### config.mk
export PLATFORM = sky130hd
export DESIGN_NAME = gll_position_field_extractor
export DESIGN_NICKNAME = d
export VERILOG_FILES = /design/src/rtl/gpfe_pkg.sv /design/src/rtl/gpfe_front.sv /design/src/rtl/gpfe_queue.sv /design/src/rtl/gpfe_back.sv /design/src/rtl/gll_position_field_extractor.sv
export SDC_FILE = /design/constraint.sdc
export NUM_CORES = 1
export LEC_CHECK = 0
export BUFFER_PORTS_ARGS = -buffer_cell sky130_fd_sc_hd__buf_2
export CAP_MARGIN = 25
export CORE_AREA = 2 2 109 111
export DETAILED_ROUTE_END_ITERATION = 8
export DIE_AREA = 0 0 111 113
export SLEW_MARGIN = 30
export SYNTH_ARGS = -nofsm -noshare
export SYNTH_HDL_FRONTEND = slang
export SYNTH_SLANG_ARGS = --single-unit
### constraint.sdc
create_clock -name clk -period 3.7 [get_ports clk]
set_clock_uncertainty 0.1 [all_clocks]
set_input_delay 0 -clock clk [delete_from_list [all_inputs] [get_ports clk]]
set_output_delay 0 -clock clk [all_outputs]
set_load 0.02 [all_outputs]
### src/rtl/gpfe_pkg.sv
// Shared types and constants for the GLL position field extractor.
// Used by the front, queue and back modules; depends on nothing else.
`timescale 1ns / 1ps

package gpfe_pkg;

  localparam logic [7:0] DOLLAR_CHAR = 8'h24;
  localparam logic [7:0] COMMA_CHAR  = 8'h2C;

  localparam logic [23:0] TAG_RESET          = 24'h474C4C;
  localparam logic [3:0]  FIRST_COMMA_RESET  = 4'd1;
  localparam logic [3:0]  SECOND_COMMA_RESET = 4'd3;
  localparam logic [3:0]  COMMA_SAT          = 4'd15;

  localparam int CFG_IDX_W  = 2;
  localparam int CFG_DATA_W = 24;

  localparam logic [CFG_IDX_W-1:0] CFG_SENTENCE_TAG  = 2'd0;
  localparam logic [CFG_IDX_W-1:0] CFG_FIRST_COMMA   = 2'd1;
  localparam logic [CFG_IDX_W-1:0] CFG_SECOND_COMMA  = 2'd2;

  typedef struct packed {
    logic                  valid;
    logic [CFG_IDX_W-1:0]  index;
    logic [CFG_DATA_W-1:0] data;
  } cfg_wr_t;

  typedef struct packed {
    logic       field_select;
    logic [7:0] char_value;
    logic [3:0] char_index;
    logic       field_end;
    logic       overflow;
  } res_t;

  typedef struct packed {
    logic full;
    logic empty;
  } q_stat_t;

endpackage

### src/rtl/gpfe_front.sv
// Front end: holds the configuration registers and the per-sentence parser state,
// classifies each accepted byte and pushes any result into the queue. Uses gpfe_pkg.
`timescale 1ns / 1ps

module gpfe_front import gpfe_pkg::*; #(
  parameter int MAX_FIELD_CHARS = 10
) (
  input  logic       clk,
  input  logic       rst_n,
  input  cfg_wr_t    cfg_wr,
  input  logic       accept,
  input  logic [7:0] rx_byte,
  output logic       push,
  output res_t       push_data
);

  localparam logic [3:0] CHAR_MAX = 4'(MAX_FIELD_CHARS);

  logic [23:0] tag_r;
  logic [3:0]  first_comma_r;
  logic [3:0]  second_comma_r;

  logic        in_sentence_r, in_sentence_nxt;
  logic [15:0] prev_chars_r, prev_chars_nxt;
  logic        tag_seen_r, tag_seen_nxt;
  logic [3:0]  comma_count_r, comma_count_nxt;
  logic [3:0]  char_count_r, char_count_nxt;
  logic        overflow_r, overflow_nxt;

  logic is_dollar;
  logic is_comma;
  logic hit_first;
  logic capturing;

  assign is_dollar = (rx_byte == DOLLAR_CHAR);
  assign is_comma  = (rx_byte == COMMA_CHAR);
  assign hit_first = (comma_count_r == first_comma_r);
  assign capturing = hit_first || (comma_count_r == second_comma_r);

  always_comb begin
    in_sentence_nxt = in_sentence_r;
    prev_chars_nxt  = prev_chars_r;
    tag_seen_nxt    = tag_seen_r;
    comma_count_nxt = comma_count_r;
    char_count_nxt  = char_count_r;
    overflow_nxt    = overflow_r;
    push            = 1'b0;
    push_data.field_select = ~hit_first;
    push_data.char_value   = rx_byte;
    push_data.char_index   = char_count_r;
    push_data.field_end    = 1'b0;
    push_data.overflow     = 1'b0;

    if (accept) begin
      if (is_dollar) begin
        in_sentence_nxt = 1'b1;
        prev_chars_nxt  = '0;
        tag_seen_nxt    = 1'b0;
        comma_count_nxt = '0;
        char_count_nxt  = '0;
        overflow_nxt    = 1'b0;
      end else if (in_sentence_r && !tag_seen_r) begin
        if ({prev_chars_r, rx_byte} == tag_r) begin
          tag_seen_nxt = 1'b1;
        end
        prev_chars_nxt = {prev_chars_r[7:0], rx_byte};
      end else if (in_sentence_r && is_comma) begin
        // A comma closes the current field; only captured fields report it.
        push                 = capturing;
        push_data.char_value = '0;
        push_data.field_end  = 1'b1;
        push_data.overflow   = overflow_r;
        if (comma_count_r != COMMA_SAT) begin
          comma_count_nxt = comma_count_r + 4'd1;
        end
        char_count_nxt = '0;
        overflow_nxt   = 1'b0;
      end else if (in_sentence_r && capturing) begin
        if (char_count_r < CHAR_MAX) begin
          push           = 1'b1;
          char_count_nxt = char_count_r + 4'd1;
        end else begin
          overflow_nxt = 1'b1;
        end
      end
    end
  end

  always_ff @(posedge clk) begin
    if (!rst_n) begin
      tag_r          <= TAG_RESET;
      first_comma_r  <= FIRST_COMMA_RESET;
      second_comma_r <= SECOND_COMMA_RESET;
    end else if (cfg_wr.valid) begin
      unique case (cfg_wr.index)
        CFG_SENTENCE_TAG: tag_r          <= cfg_wr.data;
        CFG_FIRST_COMMA:  first_comma_r  <= cfg_wr.data[3:0];
        CFG_SECOND_COMMA: second_comma_r <= cfg_wr.data[3:0];
        default: ;
      endcase
    end
  end

  always_ff @(posedge clk) begin
    if (!rst_n) begin
      in_sentence_r <= 1'b0;
      prev_chars_r  <= '0;
      tag_seen_r    <= 1'b0;
      comma_count_r <= '0;
      char_count_r  <= '0;
      overflow_r    <= 1'b0;
    end else begin
      in_sentence_r <= in_sentence_nxt;
      prev_chars_r  <= prev_chars_nxt;
      tag_seen_r    <= tag_seen_nxt;
      comma_count_r <= comma_count_nxt;
      char_count_r  <= char_count_nxt;
      overflow_r    <= overflow_nxt;
    end
  end

endmodule

### src/rtl/gpfe_queue.sv
// Two-entry result queue that decouples the parser from the output stage.
// Uses the res_t and q_stat_t types of gpfe_pkg.
`timescale 1ns / 1ps

module gpfe_queue import gpfe_pkg::*; (
  input  logic    clk,
  input  logic    rst_n,
  input  logic    push,
  input  res_t    push_data,
  input  logic    pop,
  output res_t    head,
  output q_stat_t stat
);

  res_t       mem [2];
  logic       wr_ptr_r, wr_ptr_nxt;
  logic       rd_ptr_r, rd_ptr_nxt;
  logic [1:0] count_r, count_nxt;

  assign stat.full  = (count_r == 2'd2);
  assign stat.empty = (count_r == 2'd0);
  assign head       = mem[rd_ptr_r];

  always_comb begin
    wr_ptr_nxt = push ? ~wr_ptr_r : wr_ptr_r;
    rd_ptr_nxt = pop ? ~rd_ptr_r : rd_ptr_r;
    count_nxt  = count_r + {1'b0, push} - {1'b0, pop};
  end

  always_ff @(posedge clk) begin
    if (push) begin
      mem[wr_ptr_r] <= push_data;
    end
  end

  always_ff @(posedge clk) begin
    if (!rst_n) begin
      wr_ptr_r <= 1'b0;
      rd_ptr_r <= 1'b0;
      count_r  <= '0;
    end else begin
      wr_ptr_r <= wr_ptr_nxt;
      rd_ptr_r <= rd_ptr_nxt;
      count_r  <= count_nxt;
    end
  end

endmodule

### src/rtl/gpfe_back.sv
// Back end: pops results from the queue into the output register and holds them
// while the receiver stalls. Uses the res_t and q_stat_t types of gpfe_pkg.
`timescale 1ns / 1ps

module gpfe_back import gpfe_pkg::*; (
  input  logic    clk,
  input  logic    rst_n,
  input  res_t    head,
  input  q_stat_t stat,
  output logic    pop,
  input  logic    out_stall,
  output logic    out_valid,
  output res_t    out_data
);

  logic out_valid_r, out_valid_nxt;
  res_t out_data_r;

  // The register can take a new result when it is empty or is being transferred now.
  assign pop = !stat.empty && (!out_valid_r || !out_stall);

  always_comb begin
    if (pop) begin
      out_valid_nxt = 1'b1;
    end else if (out_valid_r && out_stall) begin
      out_valid_nxt = 1'b1;
    end else begin
      out_valid_nxt = 1'b0;
    end
  end

  always_ff @(posedge clk) begin
    if (pop) begin
      out_data_r <= head;
    end
  end

  always_ff @(posedge clk) begin
    if (!rst_n) begin
      out_valid_r <= 1'b0;
    end else begin
      out_valid_r <= out_valid_nxt;
    end
  end

  assign out_valid = out_valid_r;
  assign out_data  = out_data_r;

endmodule

### src/rtl/gll_position_field_extractor.sv
// GLL position field extractor: picks latitude and longitude characters out of
// an NMEA byte stream.
//
// Input channel: in_valid / in_stall with in_rx_byte, one received byte per
// transfer. Result channel: out_valid / out_stall with one result per transfer:
// a captured character with its index in the field, or a field end result
// carrying the kept character count and the overflow flag.
// Configuration: cfg_valid / cfg_ready with cfg_index and cfg_data; index 0 is
// the 24-bit sentence tag, 1 and 2 the comma counts that open the two fields.
// cfg_ready is always high; write only while the block is idle.
//
// Throughput is one byte per cycle while in_stall is low; the parser state is
// registered at the transfer edge. The parser writes each result into the
// two-entry queue at the transfer edge; the output register takes it while
// empty or while its result is transferred. When the receiver stalls, the output
// register holds its result and the queue absorbs up to two more; in_stall
// rises only when the queue is full.
// Synchronous reset clears the parser state, the queue and out_valid and
// restores the default tag (GLL) and comma counts 1 and 3.
`timescale 1ns / 1ps

module gll_position_field_extractor import gpfe_pkg::*; #(
  parameter int MAX_FIELD_CHARS = 10
) (
  input  logic                  clk,
  input  logic                  rst_n,
  input  logic                  in_valid,
  output logic                  in_stall,
  input  logic [7:0]            in_rx_byte,
  output logic                  out_valid,
  input  logic                  out_stall,
  output logic                  out_field_select,
  output logic [7:0]            out_char_value,
  output logic [3:0]            out_char_index,
  output logic                  out_field_end,
  output logic                  out_overflow,
  input  logic                  cfg_valid,
  output logic                  cfg_ready,
  input  logic [CFG_IDX_W-1:0]  cfg_index,
  input  logic [CFG_DATA_W-1:0] cfg_data
);

  cfg_wr_t cfg_wr;
  q_stat_t q_stat;
  res_t    push_data;
  res_t    head;
  res_t    out_data;
  logic    push;
  logic    pop;
  logic    accept;

  assign cfg_ready    = 1'b1;
  assign cfg_wr.valid = cfg_valid;
  assign cfg_wr.index = cfg_index;
  assign cfg_wr.data  = cfg_data;

  assign in_stall = q_stat.full;
  assign accept   = in_valid && !q_stat.full;

  gpfe_front #(
    .MAX_FIELD_CHARS(MAX_FIELD_CHARS)
  ) u_front (
    .clk      (clk),
    .rst_n    (rst_n),
    .cfg_wr   (cfg_wr),
    .accept   (accept),
    .rx_byte  (in_rx_byte),
    .push     (push),
    .push_data(push_data)
  );

  gpfe_queue u_queue (
    .clk      (clk),
    .rst_n    (rst_n),
    .push     (push),
    .push_data(push_data),
    .pop      (pop),
    .head     (head),
    .stat     (q_stat)
  );

  gpfe_back u_back (
    .clk      (clk),
    .rst_n    (rst_n),
    .head     (head),
    .stat     (q_stat),
    .pop      (pop),
    .out_stall(out_stall),
    .out_valid(out_valid),
    .out_data (out_data)
  );

  assign out_field_select = out_data.field_select;
  assign out_char_value   = out_data.char_value;
  assign out_char_index   = out_data.char_index;
  assign out_field_end    = out_data.field_end;
  assign out_overflow     = out_data.overflow;

endmodule

==> impl_metrics.ini, run 1 <==
[run_status]
outcome = completed

[placed_design]
port_buffers = 55
place_ws_ns = 1.02
dp_hpwl_um = 6290
place.gp.congestion = 0.757

[timing]
setup_ws_ns = 1.02
hold_viol = 0
min_period_ns = 2.68
timing.hold.ws_ns = 0.0258
rsz0062_at_grt = no
slew_violations = 0
timing.fmax_ghz = 0.374
setup_violations = 0
tns_ns = 0
fin_crit_sh = 0.723
max_slew_margin = 0.506
worstMarginPinSlew_ns = 0.735

[worst_setup_path]
slowest_stage = and2_1
critPathRequiredTime_ns = 3.57
cp_max_fo = 15
critPathKind = flop to flop
path_cells = xor2_1, nor4_1, o21ai_0, nor3_1, and2_1
rrSetupSlack_ns = 1.02
timing.rr.start = u_front.comma_count_r[1]
cp-start-kind = flop
end_kind = flop
r2r_cells = 5
rr_endpoint = u_queue.mem[1][14]
crit_arrival_ns = 2.55
slowest_delay_ns = 0.65

[synthesis]
yosys_warnings = 0
dominantRegCellSynth = dfxtp_1
syn_nets = 453
async_reset_ff_frac = 0
ys_seq_elements = 109
synth_cells = 410
synthesis.area_um2 = 4470
synth.distinct_cells = 45
ys_seq_area_frac = 0.589
syn_area_per_cell_um2 = 10.9
synth-edff-count = 45

[min_path]
hp-class = primary input to flop
hold_depth = 3
min_to = u_front.prev_chars_r[3]
hold_start = in_rx_byte[3]

[power_and_ir_drop]
p_leak_nw = 2.21
power_mw = 2.80
cellPowerDensity_nw_per_um2 = 499
irDropWorstVdd_mv = 0.343

[grt]
grt_pass1_vias = 3113
grt_overflow = 0
grt_antenna_before_repair = 0
grt_max_degree = 39
track_usage = 0.153
grt_pass1_wl_um = 15400

[detailed_routing]
drt_wl_total_um = 9170
drtPass1Iterations = 4
drt_iter0_markers = 169
detail-route-antenna-nets = 0
vias = 3180
drc = 0
routedWlPerCell_um = 14.1
vias_per_cell = 4.88

[finish]
syn_to_final_growth_pct = 25.5
final_common_cell = nand2_1
diodes = 0
layout-drive-gt1-share = 0.191
seq_area_um2 = 2630
fin_nets = 546
most-common-layout-cells = 65 x nand2_1, 64 x dfxtp_1, 55 x buf_2, 45 x dlygate4sd3_1, 45 x edfxtp_1
multiInputGateArea_um2 = 1730
fill_cells = 1008

[clock_tree]
cts_max_path_buffers = 2
cts-htree-levels = 3
clkLatencyLatePin_ns = 0.34
cts_buffers = 9
cts_tree = yes
ctsRootBufferMaster = clkbuf_16
postCtsSetupBuffers = 0
clkTransAtPathRegs_ns = 0.07
cts.sinks = 109

[floorplan]
rows = 39
fp.dieW_um = 111
initial_core_util = 0.397
fp.coreArea_um2 = 11300
die_h_um = 113
ios = 57
die_area_um2 = 12500

[flow_run]
cap_violations = 0
==> critical path, delay by kind of cell (launching register included) <==
family	cells	cell delay, ns
AO/OA/AOI/OAI	1	0.20
flip-flops	1	0.36
XOR/XNOR	1	0.19
AND/OR/NAND/NOR	3	1.46
==> logic make-up (layout without fill, tap and decap cells) <==
logic type	Yosys count	after routing	share of synthesized area
buffers and inverters	31	129	0.0269
multiplexers	29	29	0.0691
AO/OA/AOI/OAI	49	49	0.0702
adder cells (fa/ha/maj)	4	4	0.0112
other	1	1	0.000838
flip-flops	109	109	0.589
AND/OR/NAND/NOR	150	150	0.161
XOR/XNOR	37	37	0.0724
==> routing by layer <==
layer	share of wire	global-route usage	wire, um
met1	0.49	0.209	4530
met2	0.45	0.249	4150
met3	0.040	0.0289	367
met4	0.013	0.0483	123
met5	0	0	0
==> Yosys cell counts, drive strengths merged, types with 2 or more instances <==
library cell | count | share of area
a21oi | 22 | 0.025
a22oi | 10 | 0.017
a31oi | 3 | 0.0042
and2 | 4 | 0.0056
and3 | 3 | 0.0042
and4 | 2 | 0.0039
clkbuf | 22 | 0.018
dfxtp | 64 | 0.29
edfxtp | 45 | 0.30
ha | 4 | 0.011
inv | 7 | 0.0059
mux2 | 15 | 0.038
mux2i | 14 | 0.031
nand2 | 65 | 0.055
nand2b | 2 | 0.0028
nand3 | 13 | 0.015
nand3b | 2 | 0.0034
nand4 | 3 | 0.0042
nor2 | 32 | 0.027
nor2b | 5 | 0.0070
nor3 | 4 | 0.0070
nor4 | 6 | 0.0084
o21a | 2 | 0.0034
o21ai | 6 | 0.0092
or3 | 2 | 0.0028
or3b | 2 | 0.0039
xnor2 | 14 | 0.027
xor2 | 23 | 0.045
==> through the flow <==
step                      instance area, um^2  utilization  instances
final                                    5610        0.498        651
after CTS                                5610        0.498        651
after global placement                   4890        0.433        590
after global routing                     5610        0.498        651
after floorplan                          4470            -        410
after detailed placement                 4890        0.433        590
==> layout make-up <==
cell class                 instances  share of cell area
clock buffer                      10              0.0408
clock inverter                     6             0.00869
inverter                           8             0.00535
multi-input combinational        270               0.308
sequential                       109               0.469
tap                              143              0.0319
timing repair buffer             105               0.136
==> registers in the layout, summed over array words and instances (netlist names) <==
name,count
u_front.comma_count_r,4
u_queue.wr_ptr_r,1
u_back.out_valid,1
u_front.tag_r,24
u_front.in_sentence_r,1
u_queue.mem,30
u_back.out_data,15
u_front.char_count_r,4
u_queue.count_r,2
u_queue.rd_ptr_r,1
u_front.tag_seen_r,1
u_front.overflow_r,1
u_front.first_comma_r,4
u_front.second_comma_r,4
u_front.prev_chars_r,16
==> timing repair <==
item                      CTS  global route
hold buffers               45             0
hold endpoints to repair   54             0
resized for setup           0             0
==> worst max-delay path by stage <==
| stage | start | endpoint | slack (ns) | cells past startpoint |
|---|---|---|---|---|
| final | u_front.comma_count_r[1] | u_queue.mem[1][14] | 1.02 | 5 |
| after global routing | u_front.comma_count_r[1] | u_queue.mem[1][4] | 0.84 | 5 |
| after CTS | u_front.comma_count_r[0] | u_queue.mem[1][14] | 0.97 | 5 |
| after detailed placement | u_front.comma_count_r[0] | u_queue.mem[1][13] | 1.02 | 5 |
| after global placement | u_front.comma_count_r[1] | u_queue.mem[1][6] | 1.15 | 5 |
| after floorplan | u_front.in_sentence_r | u_queue.mem[0][0] | 0.61 | 4 |
==> where the power goes <==
| group | internal [mW] | total [mW] | switching (mW) |
|---|---|---|---|
| clock | 0.465 | 0.908 | 0.443 |
| sequential | 1.37 | 1.43 | 0.0551 |
| combinational | 0.199 | 0.465 | 0.266 |
| total | 2.03 | 2.80 | 0.764 |
(Power assumes the default switching activity.)
==> run 2, diff against run 1 <==
clock period = 2.67 ns   (was 3.7 ns; I/O delays follow)
==> run 2 against run 1 <==
Compared with the run above:
- core utilization is 0.22 points higher
- register-to-register slack worse by 0.69 ns
- sequential cell count stayed put
- first-iteration DRC count is 8.9% lower
- sequential power is 38% higher
- via count stayed put
- cell count is 0.46% higher
- worst setup slack worse by 0.76 ns
- combinational power is 38% higher
- hold slack better by 0.017 ns
- count of clock-buffer cells in the layout is 1 lower
- sequential share of layout area is 0.21 points lower
- critical path type is now primary input to flop
- critical endpoint is now u_front.tag_seen_r
- largest cell class unchanged
- highest routed layer unchanged
==> impl_metrics.ini, run 2 (synthesis gave the netlist of run 1 again) <==
[floorplan]
die_area_um2 = 12500
fp.dieW_um = 111
die_h_um = 113
initial_core_util = 0.397
ios = 57
fp.coreArea_um2 = 11300
rows = 39

[worst_setup_path]
slowest_delay_ns = 0.58
rr_endpoint = u_queue.count_r[1]
cp_max_fo = 17
timing.critical_path.from = in_rx_byte[1]
r2r_cells = 8
cp-endpoint = u_front.tag_seen_r
path_cells = dlygate4sd3_1, buf_2, or4b_4, nor3_4, o21ai_4, or4_1, a21oi_1
slowest_stage = or4_1
rrSetupSlack_ns = 0.33
cp-start-kind = primary input
critPathRequiredTime_ns = 2.83
crit_arrival_ns = 2.57
critPathKind = primary input to flop
timing.rr.start = u_front.comma_count_r[1]
end_kind = flop

[min_path]
hp-class = primary input to flop
hold_start = in_rx_byte[3]

[grt]
grt_pass1_wl_um = 15100
grt.busiest_layer = met2
grt_antenna_before_repair = 0
grt_use_met3 = 0.0289
grtUsageMet2 = 0.244
grt_overflow = 0
grt_pass1_vias = 3117
grt_max_degree = 31
track_usage = 0.150
grt_util_met1 = 0.208

[clock_tree]
postCtsSetupBuffers = 0
cts_max_path_buffers = 2
clkLatencyLatePin_ns = 0.34
clkTransAtPathRegs_ns = 0.06
cts.repair.resized = 0
cts-htree-levels = 3
cts_tree = yes
cts_hold_buf = 45
cts.sinks = 109
ctsRootBufferMaster = clkbuf_16
cts_buffers = 9

[timing]
slew_violations = 0
min_period_ns = 2.41
tns_ns = 0
setup_ws_ns = 0.262
worstMarginPinSlew_ns = 0.733
timing.fmax_ghz = 0.415
max_slew_margin = 0.510
setup_violations = 0
fin_crit_sh = 0.902
rsz0062_at_grt = no
hold_viol = 0

[finish]
final_common_cell = nand2_1
fin_cells = 654
regMostFlops = u_queue.mem
largest_reg_flops = 30
fin_nets = 549
most-common-layout-cells = 65 x nand2_1, 64 x dfxtp_1, 55 x buf_2, 45 x dlygate4sd3_1, 45 x edfxtp_1
diodes = 0
syn_to_final_growth_pct = 26.1
largestRegisters = u_queue.mem x30, u_front.tag_r x24, u_front.prev_chars_r x16
layout-drive-gt1-share = 0.198
fill_cells = 1034

[power_and_ir_drop]
irDropWorstVdd_mv = 0.408
p_leak_nw = 2.23
power_mw = 3.86
cellPowerDensity_nw_per_um2 = 685

[detailed_routing]
drtPass1Iterations = 4
vias = 3180
routedWlPerCell_um = 13.8
vias_per_cell = 4.86
detail-route-antenna-nets = 0
drt_iter0_markers = 154
drc = 0
drt_wl_total_um = 9020

[placed_design]
dp.cells = 593
dp_hpwl_um = 6210
place_ws_ns = 0.329
port_buffers = 55
place.gp.congestion = 0.759

[run_status]
outcome = completed

[flow_run]
cap_violations = 0
run 2: power by group:
group,leakage (nW),switching (mW),internal [mW]
Combinational,1.16,0.367,0.275
Clock,0.140,0.602,0.647
Sequential,0.930,0.0729,1.90
Total,2.23,1.04,2.82
run 2: how the worst min path moves through the flow:
| stage | depth (start not counted) | end |
|---|---|---|
| 6_report | 3 | u_front.prev_chars_r[3] |
| 5_1_grt | 5 | u_front.char_count_r[3] |
| 4_1_cts | 5 | u_front.char_count_r[3] |
| 3_5_place_dp | 3 | u_front.tag_r[6] |
| 3_3_place_gp | 3 | u_front.tag_r[6] |
| 2_1_floorplan | 2 | u_front.tag_r[3] |
run 2: final cells by class:
cell class	instances	area, um^2	area share
Timing Repair Buffer	108	786	0.139
Sequential cell	109	2630	0.467
Clock buffer	9	225	0.0399
Multi-Input combinational cell	270	1730	0.307
Inverter	8	30.0	0.00533
Tap cell	143	179	0.0317
Clock inverter	7	55.1	0.00976
run 2: worst max-delay path: cells and delay by family:
family	cells	cell delay (ns)
buffers and inverters	2	0.71
AND/OR/NAND/NOR	3	1.48
AO/OA/AOI/OAI	2	0.37
run 2: through the flow:
stage / hold WS (ns) / area, um^2 / utilization
after CTS: 0.0298 / 5640 / 0.500
after detailed placement: 0.114 / 4910 / 0.435
after global placement: 0.109 / 4910 / 0.435
after floorplan: 0.0240 / 4480 / -
final: 0.0429 / 5640 / 0.500
after global routing: 0.0686 / 5640 / 0.500
run 2: metal layers:
metal / part of all wire / vias up / routed length [um]
li1: - / 1617 / -
met3: 0.037 / 8 / 330
met5: 0 / - / 0
met1: 0.49 / 1487 / 4450
met4: 0.0094 / 0 / 85
met2: 0.46 / 68 / 4150
